==> src/design/framed_packet_receiver_assert.svh <==
// Assertion macros for the framed packet receiver RTL; included by fpr_back.
// Expects signals named clk and rst_n in the including module's scope.
`ifndef FRAMED_PACKET_RECEIVER_ASSERT_SVH
`define FRAMED_PACKET_RECEIVER_ASSERT_SVH

// Check a property on every rising clock edge outside reset.
`define FPR_ASSERT(lbl, prop) \
    lbl: assert property (@(posedge clk) disable iff (!rst_n) prop) \
        else $error("fpr assertion failed");

// Check that a condition never holds outside reset.
`define FPR_NEVER(lbl, cond) `FPR_ASSERT(lbl, !(cond))

`endif

==> src/design/fpr_pkg.sv <==
// Shared types and constants for the framed packet receiver.
// No dependencies.
package fpr_pkg;

    localparam int FPR_MAX_PAYLOAD = 32;
    localparam int BYTE_W          = 8;
    localparam int LEN_W           = 7;
    localparam int IDX_W           = 6;
    localparam int OUT_DATA_W      = 24;
    localparam int CFG_IDX_W       = 2;
    localparam int QDEPTH          = 2;

    localparam logic [CFG_IDX_W-1:0] CFG_START  = 2'd0;
    localparam logic [CFG_IDX_W-1:0] CFG_STOP   = 2'd1;
    localparam logic [CFG_IDX_W-1:0] CFG_MAXLEN = 2'd2;

    localparam logic [BYTE_W-1:0] START_RESET  = 8'd2;
    localparam logic [BYTE_W-1:0] STOP_RESET   = 8'd3;
    localparam logic [LEN_W-1:0]  MAXLEN_RESET = 7'd32;

    // Descriptor of one accepted frame passed from parser to emitter.
    typedef struct packed {
        logic             valid;
        logic [LEN_W-1:0] length;
    } fpr_frame_t;

endpackage

==> src/design/fpr_ram.sv <==
// Generic single-write, single-read RAM with registered read data.
// No dependencies.
module fpr_ram #(
    parameter int WIDTH = 8,
    parameter int DEPTH = 32,
    localparam int AW = (DEPTH > 1) ? $clog2(DEPTH) : 1
) (
    input  logic             clk,
    input  logic             wr_en,
    input  logic [AW-1:0]    wr_addr,
    input  logic [WIDTH-1:0] wr_data,
    input  logic             rd_en,
    input  logic [AW-1:0]    rd_addr,
    output logic [WIDTH-1:0] rd_data
);

    logic [WIDTH-1:0] mem [DEPTH];
    logic [WIDTH-1:0] rd_data_reg;

    always_ff @(posedge clk)
    begin
        if (wr_en)
        begin
            mem[wr_addr] <= wr_data;
        end
        if (rd_en)
        begin
            rd_data_reg <= mem[rd_addr];
        end
    end

    assign rd_data = rd_data_reg;

endmodule

==> src/design/fpr_queue.sv <==
// Two-entry queue of frame descriptors between parser and emitter.
// Depends on fpr_pkg.
module fpr_queue
    import fpr_pkg::*;
(
    input  logic             clk,
    input  logic             rst_n,
    input  fpr_frame_t       push,
    input  logic             pop,
    output logic             full,
    output logic             not_empty,
    output logic [LEN_W-1:0] head_length
);

    logic [LEN_W-1:0] entry_reg [QDEPTH];
    logic             wr_ptr_reg, wr_ptr_next;
    logic             rd_ptr_reg, rd_ptr_next;
    logic [1:0]       count_reg, count_next;
    logic             do_push, do_pop;

    assign full        = (count_reg == 2'(QDEPTH));
    assign not_empty   = (count_reg != 2'd0);
    assign head_length = entry_reg[rd_ptr_reg];

    assign do_push = push.valid && !full;
    assign do_pop  = pop && not_empty;

    always_comb
    begin
        wr_ptr_next = do_push ? ~wr_ptr_reg : wr_ptr_reg;
        rd_ptr_next = do_pop ? ~rd_ptr_reg : rd_ptr_reg;
        count_next  = count_reg + 2'(do_push) - 2'(do_pop);
    end

    always_ff @(posedge clk or negedge rst_n)
    begin
        if (!rst_n)
        begin
            wr_ptr_reg <= 1'b0;
            rd_ptr_reg <= 1'b0;
            count_reg  <= 2'd0;
        end
        else
        begin
            wr_ptr_reg <= wr_ptr_next;
            rd_ptr_reg <= rd_ptr_next;
            count_reg  <= count_next;
        end
    end

    always_ff @(posedge clk)
    begin
        if (do_push)
        begin
            entry_reg[wr_ptr_reg] <= push.length;
        end
    end

endmodule

==> src/design/fpr_front.sv <==
// Frame parser: hunts for the start byte, checks length, stores payload
// and checks XOR and stop byte. Depends on fpr_pkg.
module fpr_front
    import fpr_pkg::*;
#(
    parameter int MAX_PAYLOAD = FPR_MAX_PAYLOAD,
    localparam int AW = (MAX_PAYLOAD > 1) ? $clog2(MAX_PAYLOAD) : 1
) (
    input  logic                 clk,
    input  logic                 rst_n,
    input  logic                 s_tvalid,
    output logic                 s_tready,
    input  logic [BYTE_W-1:0]    s_tdata,
    input  logic                 cfg_valid,
    output logic                 cfg_ready,
    input  logic [CFG_IDX_W-1:0] cfg_index,
    input  logic [BYTE_W-1:0]    cfg_data,
    input  logic                 back_busy,
    input  logic                 q_full,
    output logic                 wr_en,
    output logic [AW-1:0]        wr_addr,
    output logic [BYTE_W-1:0]    wr_data,
    output fpr_frame_t           push
);

    typedef enum logic [4:0] {
        PH_HUNT   = 5'b00001,
        PH_LENGTH = 5'b00010,
        PH_DATA   = 5'b00100,
        PH_CHECK  = 5'b01000,
        PH_STOP   = 5'b10000
    } phase_t;

    phase_t            phase_reg, phase_next;
    logic [BYTE_W-1:0] start_reg, stop_reg;
    logic [LEN_W-1:0]  max_len_reg;
    logic [LEN_W-1:0]  exp_len_reg, exp_len_next;
    logic [LEN_W-1:0]  count_reg, count_next;
    logic [BYTE_W-1:0] xor_reg, xor_next;
    logic              check_ok_reg, check_ok_next;
    logic [LEN_W-1:0]  limit;
    logic [LEN_W-1:0]  count_inc;
    logic              accept;

    // Hold data bytes while the emitter still reads the payload store, and stop bytes while the queue is full.
    assign s_tready = !((phase_reg == PH_DATA) && back_busy)
                      && !((phase_reg == PH_STOP) && q_full);
    assign accept    = s_tvalid && s_tready;
    assign cfg_ready = 1'b1;

    assign limit = (max_len_reg > LEN_W'(MAX_PAYLOAD)) ? LEN_W'(MAX_PAYLOAD)
                                                       : max_len_reg;
    assign count_inc = count_reg + LEN_W'(1);

    assign wr_en   = accept && (phase_reg == PH_DATA)
                     && (count_reg < LEN_W'(MAX_PAYLOAD));
    assign wr_addr = count_reg[AW-1:0];
    assign wr_data = s_tdata;

    always_comb
    begin
        phase_next    = phase_reg;
        exp_len_next  = exp_len_reg;
        count_next    = count_reg;
        xor_next      = xor_reg;
        check_ok_next = check_ok_reg;
        push.valid    = 1'b0;
        push.length   = exp_len_reg;
        if (accept)
        begin
            unique case (phase_reg)
                PH_LENGTH:
                begin
                    if ((s_tdata != '0) && (s_tdata <= {1'b0, limit}))
                    begin
                        exp_len_next = s_tdata[LEN_W-1:0];
                        count_next   = '0;
                        xor_next     = '0;
                        phase_next   = PH_DATA;
                    end
                    else
                    begin
                        phase_next = PH_HUNT;
                    end
                end
                PH_DATA:
                begin
                    xor_next   = xor_reg ^ s_tdata;
                    count_next = count_inc;
                    if (count_inc >= exp_len_reg)
                    begin
                        phase_next = PH_CHECK;
                    end
                end
                PH_CHECK:
                begin
                    check_ok_next = (s_tdata == xor_reg);
                    phase_next    = PH_STOP;
                end
                PH_STOP:
                begin
                    push.valid    = (s_tdata == stop_reg) && check_ok_reg;
                    check_ok_next = 1'b0;
                    phase_next    = PH_HUNT;
                end
                default:
                begin
                    phase_next = (s_tdata == start_reg) ? PH_LENGTH : PH_HUNT;
                end
            endcase
        end
    end

    always_ff @(posedge clk or negedge rst_n)
    begin
        if (!rst_n)
        begin
            phase_reg    <= PH_HUNT;
            exp_len_reg  <= '0;
            count_reg    <= '0;
            xor_reg      <= '0;
            check_ok_reg <= 1'b0;
            start_reg    <= START_RESET;
            stop_reg     <= STOP_RESET;
            max_len_reg  <= MAXLEN_RESET;
        end
        else
        begin
            phase_reg    <= phase_next;
            exp_len_reg  <= exp_len_next;
            count_reg    <= count_next;
            xor_reg      <= xor_next;
            check_ok_reg <= check_ok_next;
            if (cfg_valid && cfg_ready)
            begin
                if (cfg_index == CFG_START)
                begin
                    start_reg <= cfg_data;
                end
                else if (cfg_index == CFG_STOP)
                begin
                    stop_reg <= cfg_data;
                end
                else if (cfg_index == CFG_MAXLEN)
                begin
                    max_len_reg <= cfg_data[LEN_W-1:0];
                end
            end
        end
    end

endmodule

==> src/design/fpr_back.sv <==
// Payload emitter: takes frame descriptors, reads the payload store and
// streams one result per byte through an output register. Depends on fpr_pkg.
module fpr_back
    import fpr_pkg::*;
#(
    parameter int MAX_PAYLOAD = FPR_MAX_PAYLOAD,
    localparam int AW = (MAX_PAYLOAD > 1) ? $clog2(MAX_PAYLOAD) : 1
) (
    input  logic                  clk,
    input  logic                  rst_n,
    input  logic                  q_valid,
    input  logic [LEN_W-1:0]      q_length,
    output logic                  q_pop,
    output logic                  busy,
    output logic                  rd_en,
    output logic [AW-1:0]         rd_addr,
    input  logic [BYTE_W-1:0]     rd_data,
    output logic                  m_tvalid,
    input  logic                  m_tready,
    output logic [OUT_DATA_W-1:0] m_tdata,
    output logic                  m_tlast
);

`include "framed_packet_receiver_assert.svh"

    logic             active_reg, active_next;
    logic [LEN_W-1:0] cur_len_reg;
    logic [LEN_W-1:0] rd_idx_reg, rd_idx_next;
    logic             pend_reg, pend_next;
    logic [IDX_W-1:0] pend_idx_reg;
    logic [LEN_W-1:0] pend_len_reg;
    logic             pend_last_reg;
    logic             out_valid_reg, out_valid_next;
    logic [BYTE_W-1:0] out_byte_reg;
    logic [IDX_W-1:0] out_idx_reg;
    logic [LEN_W-1:0] out_len_reg;
    logic             out_last_reg;
    logic             load;
    logic             last_issue;
    logic [LEN_W-1:0] rd_idx_inc;

    // RAM read data waits in the RAM output register until the output
    // register frees up.
    assign load       = pend_reg && (!out_valid_reg || m_tready);
    assign rd_en      = active_reg && (!pend_reg || load);
    assign rd_addr    = rd_idx_reg[AW-1:0];
    assign rd_idx_inc = rd_idx_reg + LEN_W'(1);
    assign last_issue = rd_en && (rd_idx_inc == cur_len_reg);
    assign q_pop      = !active_reg && q_valid;
    assign busy       = active_reg || q_valid;

    always_comb
    begin
        active_next = active_reg;
        rd_idx_next = rd_idx_reg;
        if (q_pop)
        begin
            active_next = 1'b1;
            rd_idx_next = '0;
        end
        else if (rd_en)
        begin
            rd_idx_next = rd_idx_inc;
            if (last_issue)
            begin
                active_next = 1'b0;
            end
        end

        priority if (rd_en)
        begin
            pend_next = 1'b1;
        end
        else if (load)
        begin
            pend_next = 1'b0;
        end
        else
        begin
            pend_next = pend_reg;
        end

        priority if (load)
        begin
            out_valid_next = 1'b1;
        end
        else if (m_tready)
        begin
            out_valid_next = 1'b0;
        end
        else
        begin
            out_valid_next = out_valid_reg;
        end
    end

    always_ff @(posedge clk or negedge rst_n)
    begin
        if (!rst_n)
        begin
            active_reg    <= 1'b0;
            rd_idx_reg    <= '0;
            pend_reg      <= 1'b0;
            out_valid_reg <= 1'b0;
        end
        else
        begin
            active_reg    <= active_next;
            rd_idx_reg    <= rd_idx_next;
            pend_reg      <= pend_next;
            out_valid_reg <= out_valid_next;
        end
    end

    always_ff @(posedge clk)
    begin
        if (q_pop)
        begin
            cur_len_reg <= q_length;
        end
        if (rd_en)
        begin
            pend_idx_reg  <= rd_idx_reg[IDX_W-1:0];
            pend_len_reg  <= cur_len_reg;
            pend_last_reg <= last_issue;
        end
        if (load)
        begin
            out_byte_reg <= rd_data;
            out_idx_reg  <= pend_idx_reg;
            out_len_reg  <= pend_len_reg;
            out_last_reg <= pend_last_reg;
        end
    end

    assign m_tvalid = out_valid_reg;
    assign m_tdata  = {{(OUT_DATA_W - BYTE_W - IDX_W - LEN_W){1'b0}},
                       out_len_reg, out_idx_reg, out_byte_reg};
    assign m_tlast  = out_last_reg;

    `FPR_ASSERT(a_read_in_frame, rd_en |-> (rd_idx_reg < cur_len_reg))
    `FPR_NEVER(a_pop_while_active, q_pop && active_reg)
    `FPR_ASSERT(a_last_at_end,
        (m_tvalid && m_tlast) |-> ((LEN_W'(out_idx_reg) + LEN_W'(1)) == out_len_reg))
    `FPR_ASSERT(a_stall_holds, (m_tvalid && !m_tready) |=> (m_tvalid && $stable(m_tdata)))

endmodule

==> src/design/framed_packet_receiver.sv <==
// Framed packet receiver top level: parser, descriptor queue, payload
// store and emitter. Depends on fpr_pkg, fpr_front, fpr_queue, fpr_ram, fpr_back.
//
// Usage:
//   s_tvalid/s_tready/s_tdata carry one received byte per transaction.
//   Frames are START, LENGTH, PAYLOAD[LENGTH], CHECK (XOR of payload), STOP.
//   cfg_valid/cfg_ready/cfg_index/cfg_data write start byte (0), stop byte (1)
//   and max length (2); cfg_ready is always high. Write only while idle.
//   m_tvalid/m_tready/m_tdata/m_tlast deliver one transaction per payload
//   byte of a good frame, tlast on the final byte. Bad frames vanish.
// Timing:
//   One input byte per cycle is accepted while s_tready is high. m_tvalid rises
//   once the stop byte's descriptor has passed the queue, the emitter's active flag,
//   the RAM read register and the output register, then one result per cycle while
//   m_tready stays high; the single-port read of the payload store paces it.
//   Payload bytes of the next frame are held off (s_tready low) until the previous frame
//   has been read out of the store; delimiter and length bytes still go through.
// Reset:
//   rst_n clears the parser to hunting and restores register defaults.
//   A stalled receiver holds m_tdata; the payload store keeps its contents.
module framed_packet_receiver
    import fpr_pkg::*;
#(
    parameter int MAX_PAYLOAD = FPR_MAX_PAYLOAD
) (
    input  logic                  clk,
    input  logic                  rst_n,
    input  logic                  s_tvalid,
    output logic                  s_tready,
    input  logic [BYTE_W-1:0]     s_tdata,    // [7:0] rx_byte
    output logic                  m_tvalid,
    input  logic                  m_tready,
    output logic [OUT_DATA_W-1:0] m_tdata,    // [7:0] payload_byte, [13:8] byte_index,
                                              // [20:14] frame_length, [23:21] zero
    output logic                  m_tlast,
    input  logic                  cfg_valid,
    output logic                  cfg_ready,
    input  logic [CFG_IDX_W-1:0]  cfg_index,
    input  logic [BYTE_W-1:0]     cfg_data
);

    localparam int AW = (MAX_PAYLOAD > 1) ? $clog2(MAX_PAYLOAD) : 1;

    fpr_frame_t       push;
    logic             q_full, q_valid, q_pop, back_busy;
    logic [LEN_W-1:0] q_length;
    logic             wr_en, rd_en;
    logic [AW-1:0]    wr_addr, rd_addr;
    logic [BYTE_W-1:0] wr_data, rd_data;

    fpr_front #(.MAX_PAYLOAD(MAX_PAYLOAD)) u_front (
        .clk       (clk),
        .rst_n     (rst_n),
        .s_tvalid  (s_tvalid),
        .s_tready  (s_tready),
        .s_tdata   (s_tdata),
        .cfg_valid (cfg_valid),
        .cfg_ready (cfg_ready),
        .cfg_index (cfg_index),
        .cfg_data  (cfg_data),
        .back_busy (back_busy),
        .q_full    (q_full),
        .wr_en     (wr_en),
        .wr_addr   (wr_addr),
        .wr_data   (wr_data),
        .push      (push)
    );

    fpr_queue u_queue (
        .clk         (clk),
        .rst_n       (rst_n),
        .push        (push),
        .pop         (q_pop),
        .full        (q_full),
        .not_empty   (q_valid),
        .head_length (q_length)
    );

    fpr_ram #(.WIDTH(BYTE_W), .DEPTH(MAX_PAYLOAD)) u_ram (
        .clk     (clk),
        .wr_en   (wr_en),
        .wr_addr (wr_addr),
        .wr_data (wr_data),
        .rd_en   (rd_en),
        .rd_addr (rd_addr),
        .rd_data (rd_data)
    );

    fpr_back #(.MAX_PAYLOAD(MAX_PAYLOAD)) u_back (
        .clk      (clk),
        .rst_n    (rst_n),
        .q_valid  (q_valid),
        .q_length (q_length),
        .q_pop    (q_pop),
        .busy     (back_busy),
        .rd_en    (rd_en),
        .rd_addr  (rd_addr),
        .rd_data  (rd_data),
        .m_tvalid (m_tvalid),
        .m_tready (m_tready),
        .m_tdata  (m_tdata),
        .m_tlast  (m_tlast)
    );

endmodule

==> config.mk <==
export PLATFORM = sky130hd
export DESIGN_NAME = framed_packet_receiver
export DESIGN_NICKNAME = d
export VERILOG_FILES = /design/src/design/fpr_pkg.sv /design/src/design/fpr_ram.sv /design/src/design/fpr_queue.sv /design/src/design/fpr_front.sv /design/src/design/fpr_back.sv /design/src/design/framed_packet_receiver.sv
export VERILOG_INCLUDE_DIRS = /design/src /design/src/design
export SDC_FILE = /design/constraint.sdc
export NUM_CORES = 1
export LEC_CHECK = 0
export ABC_CLOCK_PERIOD_IN_PS = 5300
export BUFFER_PORTS_ARGS = -buffer_cell sky130_fd_sc_hd__buf_2
export CORE_MARGIN = 2
export CORE_UTILIZATION = 30
export DETAILED_ROUTE_END_ITERATION = 10
export RECOVER_POWER = 50
export SYNTH_ARGS = -nofsm -noshare
export SYNTH_HDL_FRONTEND = slang
export SYNTH_SLANG_ARGS = --single-unit
export TNS_END_PERCENT = 10
==> constraint.sdc <==
create_clock -name clk -period 5.3 [get_ports clk]
set_input_delay 1.325 -clock clk [delete_from_list [all_inputs] [get_ports clk]]
set_output_delay 1.325 -clock clk [all_outputs]
set_load 0.02 [all_outputs]
# == Word level (Yosys, flattened, before mapping) ==
# Memories as Yosys holds them, arrays and structs flattened. A register that Yosys moved wholly into a read port is not among the register bits.
# Cells that the tools add are included.
# word_totals
ff_bits,101
input_bits,23
ramBits,270
n_memories,2
word_cells,115
# memory_table
name,words,word_bits,rd,rd_clocked_by_memory_dff,write_ports,line_no,rtl
u_ram.mem,32,8,1,1,1,fpr_ram.sv:17,logic [WIDTH-1:0] mem [DEPTH];
u_queue.entry_reg,2,7,1,1,1,fpr_queue.sv:15,logic [LEN_W-1:0] entry_reg [QDEPTH];
# classes
mux,25
bitwise_logic,5
add_sub_neg,4
magnitude_cmp,4
eq_ne,13
n_reduce_logical,40
# op_table
cell,count
$mux 7,4
$eq 8x8->1,3
$pmux 5 s4,1
$pmux 8 s2,1
$add 7x1->7 const B,2
$logic_and 1x1->1,14
$pmux 7 s2,1
$reduce_bool 2->1,7
$mux 1,13
$reduce_and 3->1,3
$le 8x7->1,1
$mux 8,1
$reduce_and 2->1,4
$reduce_bool 8->1,1
$xor 8x8->8,1
$eq 7x7->1,1
$ge 7x7->1,1
$gt 7x6->1 const B,1
$lt 7x6->1 const B,1
$logic_not 1->1,6
$eq 5x2->1 const B,1
$eq 5x3->1 const B,1
$eq 5x4->1 const B,1
$eq 5x5->1 const B,1
other kinds (14),20

# == Depth between registers and ports, before layout ==
# Gate-level depths: netlist of run 1.
# depth
depth_word,10
depth_mapped,10
mapped_depth_nobuf,10

# == Modules after synthesis ==
# A second synthesis of run 1 with hierarchy kept.
# unflattened
cells_unflattened,864
area_unflattened_um2,15976.6
# by_module_without_submodules
mod,seq_area_each_um2,cells_each,area_each_um2,instances
fpr_ram,7927.6,417,10133.5,1
fpr_front,1282.5,287,3149.3,1
fpr_back,1541.5,120,1984.4,1
fpr_queue,520.5,40,709.4,1

# == Worst setup path before layout of run 1 ==
# Ideal clock, no wire load.
# synth_timing
path_kind,input port to flip-flop
start,input port s_tdata[0]
end,register u_front.exp_len_reg[0]
setup_ns,0.125
stages,8
path_buffers,1
slack_ns,2.042
required_time_ns,5.175
t_arrival_ns,3.132
cell_sequence,clkbuf_1 > inv_1 > ha_1 > nand4_1 > a2bb2oi_1 > a211o_1 > nor3_4 > mux2_4
# synth_via
elab_chain_cells,3
elab_cells_between_ends,4
cone_classes,1 x order compare; 3 x reduce/logical
# synth_lines
item,line_no,rtl
from (decl),framed_packet_receiver.sv:30,"input logic [BYTE_W-1:0] s_tdata,"
$le 8x7->1 or $reduce_bool 8->1 (tied branches),fpr_front.sv:74,"if ((s_tdata != '0) && (s_tdata <= {1'b0, limit}))"
$logic_and 1x1->1,fpr_front.sv:74,
$reduce_and 3->1 (no source line),n/a,
to (signal assigned),fpr_front.sv:130,exp_len_reg <= exp_len_next;
to (decl),fpr_front.sv:37,"logic [LEN_W-1:0] exp_len_reg, exp_len_next;"
# Several ways; a longest one is shown, not always the timed one.
# A chain may end at the register's enable or synchronous reset.

# == Worst setup path in the final report of run 1 ==
# layout_timing
start,input port s_tdata[2]
end,register u_front.count_reg[5]
# layout_via
elab_chain_cells,4
elab_cells_between_ends,5
cone_classes,1 x order compare; 1 x eq/ne; 3 x reduce/logical
# layout_lines
item,line_no,rtl
$le 8x7->1 or $reduce_bool 8->1 (tied branches),fpr_front.sv:74,
$logic_and 1x1->1 (*),fpr_front.sv:74,
$ne 2x1->1 (no source line) (*),n/a,
$reduce_and 3->1 (no source line) (*),n/a,
to (signal assigned),fpr_front.sv:131,count_reg <= count_next;
to (decl),fpr_front.sv:38,"logic [LEN_W-1:0] count_reg, count_next;"
# Mark *: on every way between the ends. The rest lies on a longest branch, timed or not.

==> results of run 1 <==
==> cells in the mapped netlist, types with 11 or more instances <==
master                     instances  area share
sky130_fd_sc_hd__a22oi_1          13      0.0062
sky130_fd_sc_hd__edfxtp_1        321        0.61
sky130_fd_sc_hd__mux4_2           72        0.10
sky130_fd_sc_hd__a21oi_1          35       0.011
sky130_fd_sc_hd__dfrtp_1          60       0.095
sky130_fd_sc_hd__nand2_1          21      0.0050
sky130_fd_sc_hd__xnor2_1          22       0.012
sky130_fd_sc_hd__mux2_2           32       0.023
sky130_fd_sc_hd__o21ai_0          16      0.0051
sky130_fd_sc_hd__ha_1             21       0.017
sky130_fd_sc_hd__inv_1            29      0.0069
sky130_fd_sc_hd__mux2i_1          21       0.013
sky130_fd_sc_hd__nand3_1          13      0.0041
sky130_fd_sc_hd__xor2_1           16      0.0089
sky130_fd_sc_hd__nor2_1           57       0.014
sky130_fd_sc_hd__clkbuf_1         22      0.0052
sky130_fd_sc_hd__buf_2            11      0.0035
==> final cells by class <==
class / count / area share
flip-flops and latches: 386 / 0.6234
multi-input cells: 438 / 0.2324
clock buffers: 56 / 0.06378
well taps: 688 / 0.04759
repair buffers: 66 / 0.01902
clock inverters: 16 / 0.007678
inverters: 29 / 0.006018
diodes: 1 / 0.0001384
==> placed cells by master, fill, tap and decap left out, drive strengths merged, types with 2 or more instances in the layout <==
master,count
xnor2,22
clkbuf,79
o21ai,17
o22ai,2
a221oi,2
a22oi,13
nor2,57
nor2b,5
a22o,2
ha,21
dfstp,5
o211ai,2
or3,4
inv,29
clkinv,13
nand2b,6
nor3b,4
edfxtp,321
conb,5
bufinv,2
xor2,16
mux4,72
nand4,9
mux2,35
nor3,10
mux2i,21
nand3,13
a211o,2
a211oi,4
nand2,21
and2,5
nor4,7
buf,43
nand3b,3
a21oi,35
o21a,9
o31ai,4
dfrtp,60
==> critical path: stages <==
cell                       delay [ps]
sky130_fd_sc_hd__buf_2            210
sky130_fd_sc_hd__clkbuf_1        1590
sky130_fd_sc_hd__nor4_1            90
sky130_fd_sc_hd__a211o_1          420
sky130_fd_sc_hd__o21ai_1          800
sky130_fd_sc_hd__o21ai_0          170
==> through the flow <==
step,power (uW),worst slack [ps],util,hold WS [ps],cells
after floorplan,4518,2042,-,400.3,899
after global placement,4907,1422,0.3223,405.4,1607
after detailed placement,4923,1395,0.3223,405.4,1607
after CTS,7676,1733,0.3470,419.8,1679
after global routing,7910,739.3,0.3455,433.7,1679
final,7607,1024,0.3456,418.6,1680
==> final timing paths <==
kind / startpoint / endpoint / slack, ps / depth (start not counted)
max: s_tdata[2] / u_front.count_reg[5]$_DFFE_PN0P_ / 1020 / 6
min: u_ram.rd_data[7]$_DFFE_PP_ / u_back.out_byte_reg[7]$_DFFE_PP_ / 420 / 0
max reg2reg: u_back.rd_idx_reg[2]$_DFFE_PN0P_ / u_back.pend_last_reg$_DFFE_PP_ / 1640 / 4
min reg2reg: u_ram.rd_data[7]$_DFFE_PP_ / u_back.out_byte_reg[7]$_DFFE_PP_ / 420 / 0
max in group asynchronous: rst_n / u_back.rd_idx_reg[0]$_DFFE_PN0P_ / 2130 / 2
min in group asynchronous: rst_n / u_front.start_reg[4]$_DFFE_PN0P_ / 780 / 1
==> layer usage <==
metal  vias to the layer above  wire length [um]  GRT usage
met5                         -                 0          0
met4                         0               656    0.03481
met1                      4250             15630     0.1862
met2                       266             16300     0.2044
met3                        52              2732    0.03101
li1                       3632                 -          -
==> cells by family (layout without fill, tap and decap cells) <==
group,Yosys count,after routing,share of synthesized area
AOI/OAI and AO/OA,99,99,0.03942
xor gates and xnor gates,38,38,0.02105
adders and majority gates,21,21,0.01662
buffers and inverters,75,167,0.02177
DFF,386,386,0.7131
muxes,128,128,0.1415
other,2,6,0.0004751
and+or+nand+nor,147,147,0.04607
==> power breakdown <==
group | internal, uW | switching [uW] | leakage (uW)
clock network | 1620 | 1130 | 0.000630
registers | 3470 | 199 | 0.00372
logic | 607 | 582 | 0.00169
total | 5690 | 1910 | 0.00604
==> tab_implementation.tex, run 1 <==
\begin{tabular}{lr}
\hline
Metric & Value \\
\hline
\multicolumn{2}{l}{\textbf{Status}} \\
\quad Result of the run & finished with violations \\
\quad Violated checks & capacitance limit, slew limit \\
\multicolumn{2}{l}{\textbf{Drt}} \\
\quad Sum of routed wire length over all layers & 35.32 mm \\
\quad Initial DRC count & 670 \\
\quad Via density per instance & 4.881 \\
\quad DRT antenna net count & 0 \\
\quad Number of vias after detailed routing & 8200 \\
\quad DRC Markers & 0 \\
\quad First-pass DRT Iterations & 5 \\
\quad Average wire length per cell after detail routing & 21.02 um \\
\multicolumn{2}{l}{\textbf{Clock tree}} \\
\quad Count of clock tree sinks & 386 \\
\quad Root cell of the clock tree & sky130\_fd\_sc\_hd\_\_clkbuf\_16 \\
\quad TritonCTS clock tree & done \\
\quad Total of hold buffers inserted after clock tree synthesis & 0 \\
\quad Clock buffers created by TritonCTS & 40 \\
\quad Post-CTS setup buffer count & 0 \\
\quad CTS max path bufs & 3 \\
\quad Cells resized by post-CTS repair & 0 \\
\quad Clock-pin transition on the worst setup and hold timing paths & 60 ps \\
\quad Count of H-tree levels built during CTS & 2 \\
\quad Clock latency at the later pin of the worst-skew pair & 540 ps \\
\multicolumn{2}{l}{\textbf{Place}} \\
\quad HPWL reported at the end of detailed placement & 23.33 mm \\
\quad Count of input and output buffers & 46 \\
\quad Global placement routability congestion & 0.8120 \\
\quad Post-Place Cell Area & 16870 um2 \\
\multicolumn{2}{l}{\textbf{Synth}} \\
\quad Syn Inst Count & 896 \\
\quad Seq cells post-synth & 386 \\
\quad Count of flip-flops with a built-in enable after synthesis & 321 \\
\quad Summed instance area of the synthesized netlist & 15810 um2 \\
\quad Post-synth top flop & sky130\_fd\_sc\_hd\_\_edfxtp\_1 \\
\quad Syn\_area\_per\_cell & 17.64 um2 \\
\quad Proportion of synthesized chip area in sequential cells & 0.7131 \\
\quad FFs w/ async S/R, synth & 0.1684 \\
\quad Yosys warns & 0 \\
\quad Synth cell types & 53 \\
\multicolumn{2}{l}{\textbf{Floorplanning}} \\
\quad Total core area & 52340 um2 \\
\quad Die height & 233.5 um \\
\quad Number of placed I/O pins & 51 \\
\quad Placement Rows & 84 \\
\quad Die footprint & 54540 um2 \\
\quad Initial standard-cell utilization of the core & 0.3020 \\
\quad Horizontal extent of the die & 233.5 um \\
\multicolumn{2}{l}{\textbf{GRT}} \\
\quad Remaining Overflow, GRT & 0 \\
\quad GRT Total Usage & 0.1320 \\
\quad Wire length of the first global-routing pass & 53.60 mm \\
\quad Number of global-route vias before repair & 8481 \\
\quad Initial antenna violation count & 0 \\
\quad Largest net degree at the start of global routing & 46 \\
\multicolumn{2}{l}{\textbf{Critical path}} \\
\quad Element type at the critical path start & input pin \\
\quad Critical setup path kind & input pin to register \\
\quad Endpoint kind of the worst setup timing path & register \\
\quad Maximum net fanout on the critical path & 39 \\
\quad Required @ worst endpoint & 5660 ps \\
\quad Arrival time at the worst endpoint & 4640 ps \\
\multicolumn{2}{l}{\textbf{STA}} \\
\quad RSZ-0062 raised after global routing & no \\
\quad Post-Route Skew & 22.75 ps \\
\quad Final setup vio count & 0 \\
\quad Final Max Slew Viols & 252 \\
\quad Fmax & 0.2339 GHz \\
\quad Setup TNS & 0 ps \\
\quad Worst slew pin tran & 2364 ps \\
\quad Slew margin rel. & -0.5758 \\
\quad Final min period & 4276 ps \\
\quad Number of hold violations in the final report & 0 \\
\quad Tcrit/Tclk final & 0.8068 \\
\multicolumn{2}{l}{\textbf{Power and ir drop}} \\
\quad Worst-case vdd ir drop & 0.2239 mV \\
\quad Power per standard cell area & 420.6 nW/um2 \\
\quad Pleak & 0.006040 uW \\
\multicolumn{2}{l}{\textbf{Final layout}} \\
\quad NumNets Final & 1005 \\
\quad FF/Latch Area & 11280 um2 \\
\quad Fillers & 4958 \\
\quad Final std cell area, no fill & 18090 um2 \\
\quad Number of flip-flops under the largest register name & 256 \\
\quad Share of post-route cells with drive strength above 1 & 0.2159 \\
\quad Multi-input gate area & 4203 um2 \\
\quad Area delta synth->final & 14.42\% \\
\multicolumn{2}{l}{\textbf{Hold path}} \\
\quad Type of the most critical hold path & register to register \\
\multicolumn{2}{l}{\textbf{Job}} \\
\quad MaxCap Viol Count & 8 \\
\hline
\end{tabular}
Power figures use the tool's default switching activity.
==> run 2: changes to the inputs <==
ABC_CLOCK_PERIOD_IN_PS = 3600   (was 5300)
clock period = 3.6 ns   (was 5.3 ns; I/O delays follow)
==> run 2 against run 1 <==
Effect of this change: the run still ends with capacitance limit, slew limit left; largest power group unchanged; combinational power up 55%; global-route usage grew 0.13 points; cell area rose by 2.2%.
==> tab_implementation.tex, run 2 (same netlist as run 1, synthesis figures left out) <==
\begin{tabular}{lr}
\hline
Metric & Value \\
\hline
\multicolumn{2}{l}{\textbf{Status}} \\
\quad Result of the run & finished with violations \\
\quad Violated checks & capacitance limit, slew limit \\
\multicolumn{2}{l}{\textbf{Power and ir drop}} \\
\quad Worst-case vdd ir drop & 0.3362 mV (+50\%) \\
\quad Power per standard cell area & 626.2 nW/um2 (+49\%) \\
\quad Pleak & 0.006273 uW (+3.8\%) \\
\multicolumn{2}{l}{\textbf{Floorplanning}} \\
\quad Initial standard-cell utilization of the core & 0.3020 (unchanged) \\
\quad Total core area & 52340 um2 (unchanged) \\
\quad Die height & 233.5 um (unchanged) \\
\quad Number of placed I/O pins & 51 (unchanged) \\
\quad Placement Rows & 84 (unchanged) \\
\quad Die footprint & 54540 um2 (unchanged) \\
\quad Horizontal extent of the die & 233.5 um (unchanged) \\
\multicolumn{2}{l}{\textbf{STA}} \\
\quad Final setup vio count & 0 (unchanged) \\
\quad Worst slew pin tran & 1679 ps (-684.8 ps) \\
\quad Final Max Slew Viols & 80 (-68\%) \\
\quad Post-Route Skew & 16.50 ps (-6.251 ps) \\
\quad Fmax & 0.3370 GHz \\
\quad RSZ-0062 raised after global routing & no \\
\quad Setup TNS & 0 ps (unchanged) \\
\quad Tcrit/Tclk final & 0.8242 \\
\quad Number of hold violations in the final report & 0 (unchanged) \\
\quad Slew margin rel. & -0.1192 (+0.4565) \\
\quad Final min period & 2967 ps \\
\quad Worst Hold Margin & 419.4 ps (+0.7670 ps) \\
\multicolumn{2}{l}{\textbf{Final layout}} \\
\quad FF/Latch Area & 11280 um2 (about the same) \\
\quad Share of post-route cells with drive strength above 1 & 0.2524 (+0.03649) \\
\quad Multi-input gate area & 4203 um2 (unchanged) \\
\quad Number of flip-flops under the largest register name & 256 (unchanged) \\
\quad Most used cells in the layout excluding fill and tap cells & sky130\_fd\_sc\_hd\_\_edfxtp\_1 (321), sky130\_fd\_sc\_hd\_\_mux4\_2 (72), sky130\_fd\_sc\_hd\_\_dfrtp\_1 (58), sky130\_fd\_sc\_hd\_\_nor2\_1 (57), sky130\_fd\_sc\_hd\_\_clkbuf\_16 (42) \\
\quad Final std cell area, no fill & 18480 um2 (+2.2\%) \\
\quad Leading cell type in the layout, fill and taps excluded & sky130\_fd\_sc\_hd\_\_edfxtp\_1 \\
\quad Fillers & 4887 (-1.4\%) \\
\quad Layout Cells excl Fill & 1718 (+2.3\%) \\
\quad NumNets Final & 1038 (+3.3\%) \\
\quad Area delta synth->final & 16.93\% \\
\quad Core occupancy in the finished layout & 0.3532 (+0.007578) \\
\multicolumn{2}{l}{\textbf{Place}} \\
\quad Post-Place Cell Area & 17120 um2 (+1.5\%) \\
\quad HPWL reported at the end of detailed placement & 23.92 mm (+2.5\%) \\
\quad Global placement routability congestion & 0.8034 (-1.1\%) \\
\quad Count of input and output buffers & 46 (unchanged) \\
\quad Placed Cells incl. Taps & 1640 (+2.1\%) \\
\multicolumn{2}{l}{\textbf{Critical path}} \\
\quad Buf/Inv on CP & 0 (-2) \\
\quad Cell family with the largest share of critical-path delay & simple AND/OR/NAND/NOR gates \\
\quad Critical setup path kind & register to register \\
\quad Endpoint kind of the worst setup timing path & register \\
\quad Source of the worst register-to-register timing path & u\_front.count\_reg[2]\$\_DFFE\_PN0P\_ \\
\quad Cell with the largest stage delay on the worst path & sky130\_fd\_sc\_hd\_\_dfrtp\_1 \\
\quad Maximum net fanout on the critical path & 13 (-67\%) \\
\quad Required @ worst endpoint & 4020 ps (-1640 ps) \\
\quad Crit-path max cell delay & 560 ps (-1030 ps) \\
\quad CP Launch Point & u\_front.count\_reg[2]\$\_DFFE\_PN0P\_ \\
\quad Arrival time at the worst endpoint & 3390 ps (-1250 ps) \\
\quad Element type at the critical path start & register \\
\quad Cells along the critical path & nand3\_1, nor3\_1, xnor2\_1, ha\_1, nand4\_1, or3\_1, a21oi\_1, mux2\_2 \\
\multicolumn{2}{l}{\textbf{GRT}} \\
\quad Global routing's busiest layer & met2 \\
\quad Largest net degree at the start of global routing & 69 (+50\%) \\
\quad GRT Total Usage & 0.1332 (+0.001251) \\
\quad Met1 Use GR & 0.1793 (-0.006906) \\
\quad Number of global-route vias before repair & 8511 (+0.35\%) \\
\quad Met2 track utilization from global routing & 0.2170 (+0.01257) \\
\quad Wire length of the first global-routing pass & 53.58 mm (about the same) \\
\quad Met3 usage in global routing & 0.03040 (-0.0006104) \\
\quad Remaining Overflow, GRT & 0 (unchanged) \\
\quad Initial antenna violation count & 6 (+6) \\
\multicolumn{2}{l}{\textbf{Drt}} \\
\quad Via density per instance & 4.815 (-1.3\%) \\
\quad DRT antenna net count & 0 (unchanged) \\
\quad Initial DRC count & 671 (+0.15\%) \\
\quad DRC Markers & 0 (unchanged) \\
\quad Average wire length per cell after detail routing & 21.09 um (+0.31\%) \\
\quad Number of vias after detailed routing & 8273 (+0.89\%) \\
\quad Sum of routed wire length over all layers & 36.23 mm (+2.6\%) \\
\quad First-pass DRT Iterations & 5 (unchanged) \\
\multicolumn{2}{l}{\textbf{Clock tree}} \\
\quad CTS max path bufs & 3 (unchanged) \\
\quad Clock buffers created by TritonCTS & 40 (unchanged) \\
\quad Count of clock tree sinks & 386 (unchanged) \\
\quad Root cell of the clock tree & sky130\_fd\_sc\_hd\_\_clkbuf\_16 \\
\quad TritonCTS clock tree & done \\
\quad Post-CTS setup buffer count & 0 (unchanged) \\
\quad Total of hold buffers inserted after clock tree synthesis & 0 (unchanged) \\
\quad Clock latency at the later pin of the worst-skew pair & 550 ps (about the same) \\
\quad Cells resized by post-CTS repair & 0 (unchanged) \\
\quad Count of H-tree levels built during CTS & 2 (unchanged) \\
\quad Clock-pin transition on the worst setup and hold timing paths & 60 ps (about the same) \\
\multicolumn{2}{l}{\textbf{Job}} \\
\quad MaxCap Viol Count & 3 (-5) \\
\multicolumn{2}{l}{\textbf{Hold path}} \\
\quad HP Start & u\_ram.rd\_data[1]\$\_DFFE\_PP\_ \\
\quad Type of the most critical hold path & register to register \\
\hline
\end{tabular}
## run 2: changes by cell type in the layout (fill, tap and decap cells not counted), moves of 2 or more
cell / before / now
sky130_fd_sc_hd__buf_4: 5 / 38
sky130_fd_sc_hd__bufinv_16: 2 / 7
sky130_fd_sc_hd__clkbuf_1: 32 / 26
sky130_fd_sc_hd__clkbuf_8: 5 / 1
sky130_fd_sc_hd__clkinv_1: 7 / 4
sky130_fd_sc_hd__clkinv_2: 4 / 6
sky130_fd_sc_hd__clkinv_4: 1 / 3
sky130_fd_sc_hd__clkinvlp_4: 1 / 5
sky130_fd_sc_hd__diode_2: 1 / 4
sky130_fd_sc_hd__inv_6: 0 / 2
## run 2: worst reg2reg max path, delay by kind of cell (launching register included)
kind / cells / cell delay [ps]
adder cells (fa/ha/maj): 1 / 310
AO/OA/AOI/OAI: 1 / 430
XOR/XNOR: 1 / 150
multiplexers: 1 / 400
AND/OR/NAND/NOR: 4 / 1010
flip-flops: 1 / 560
## run 2: per-layer routing
| layer | share of wire | wire length, um | up-vias |
|---|---|---|---|
| met4 | 0.018 | 648 | 4 |
| met5 | 0.00063 | 23 | - |
| met1 | 0.44 | 16120 | 4264 |
| met3 | 0.059 | 2144 | 48 |
| met2 | 0.48 | 17290 | 259 |
| li1 | - | - | 3698 |
## run 2: layout make-up
type                       count  share of cell area
sequential                   386              0.6101
multi-input combinational    438              0.2274
clock buffer                  47             0.05842
tap                          688             0.04657
timing repair buffer          99             0.03290
clock inverter                27             0.01821
inverter                      29            0.005889
antenna                        4           0.0005415
## run 2: metrics by stage
step	total power [uW]	setup slack [ps]
4_1_cts	11720	618.4
5_1_grt	11980	382.4
3_3_place_gp	7278	563.4
2_1_floorplan	6651	767.5
6_report	11570	632.9
3_5_place_dp	7300	553.0
## run 2: final timing paths
path                                                 endpoint  slack [ps]  cells past startpoint
min in group asynchronous  u_front.exp_len_reg[0]$_DFFE_PN0P_         730                      1
max                          u_front.phase_reg[1]$_DFFE_PN0P_         630                      8
max reg2reg                  u_front.phase_reg[1]$_DFFE_PN0P_         630                      8
min reg2reg                  u_back.out_byte_reg[1]$_DFFE_PP_         420                      0
max in group asynchronous     u_front.stop_reg[3]$_DFFE_PN0P_        1370                      2
min                          u_back.out_byte_reg[1]$_DFFE_PP_         420                      0
## run 2: where the power goes
group	internal (uW)	total (uW)	leakage, uW	switching [uW]
clock	2670	4410	0.000680	1740
sequential	5110	5320	0.00372	216
combinational	889	1840	0.00187	949
total	8660	11600	0.00627	2910
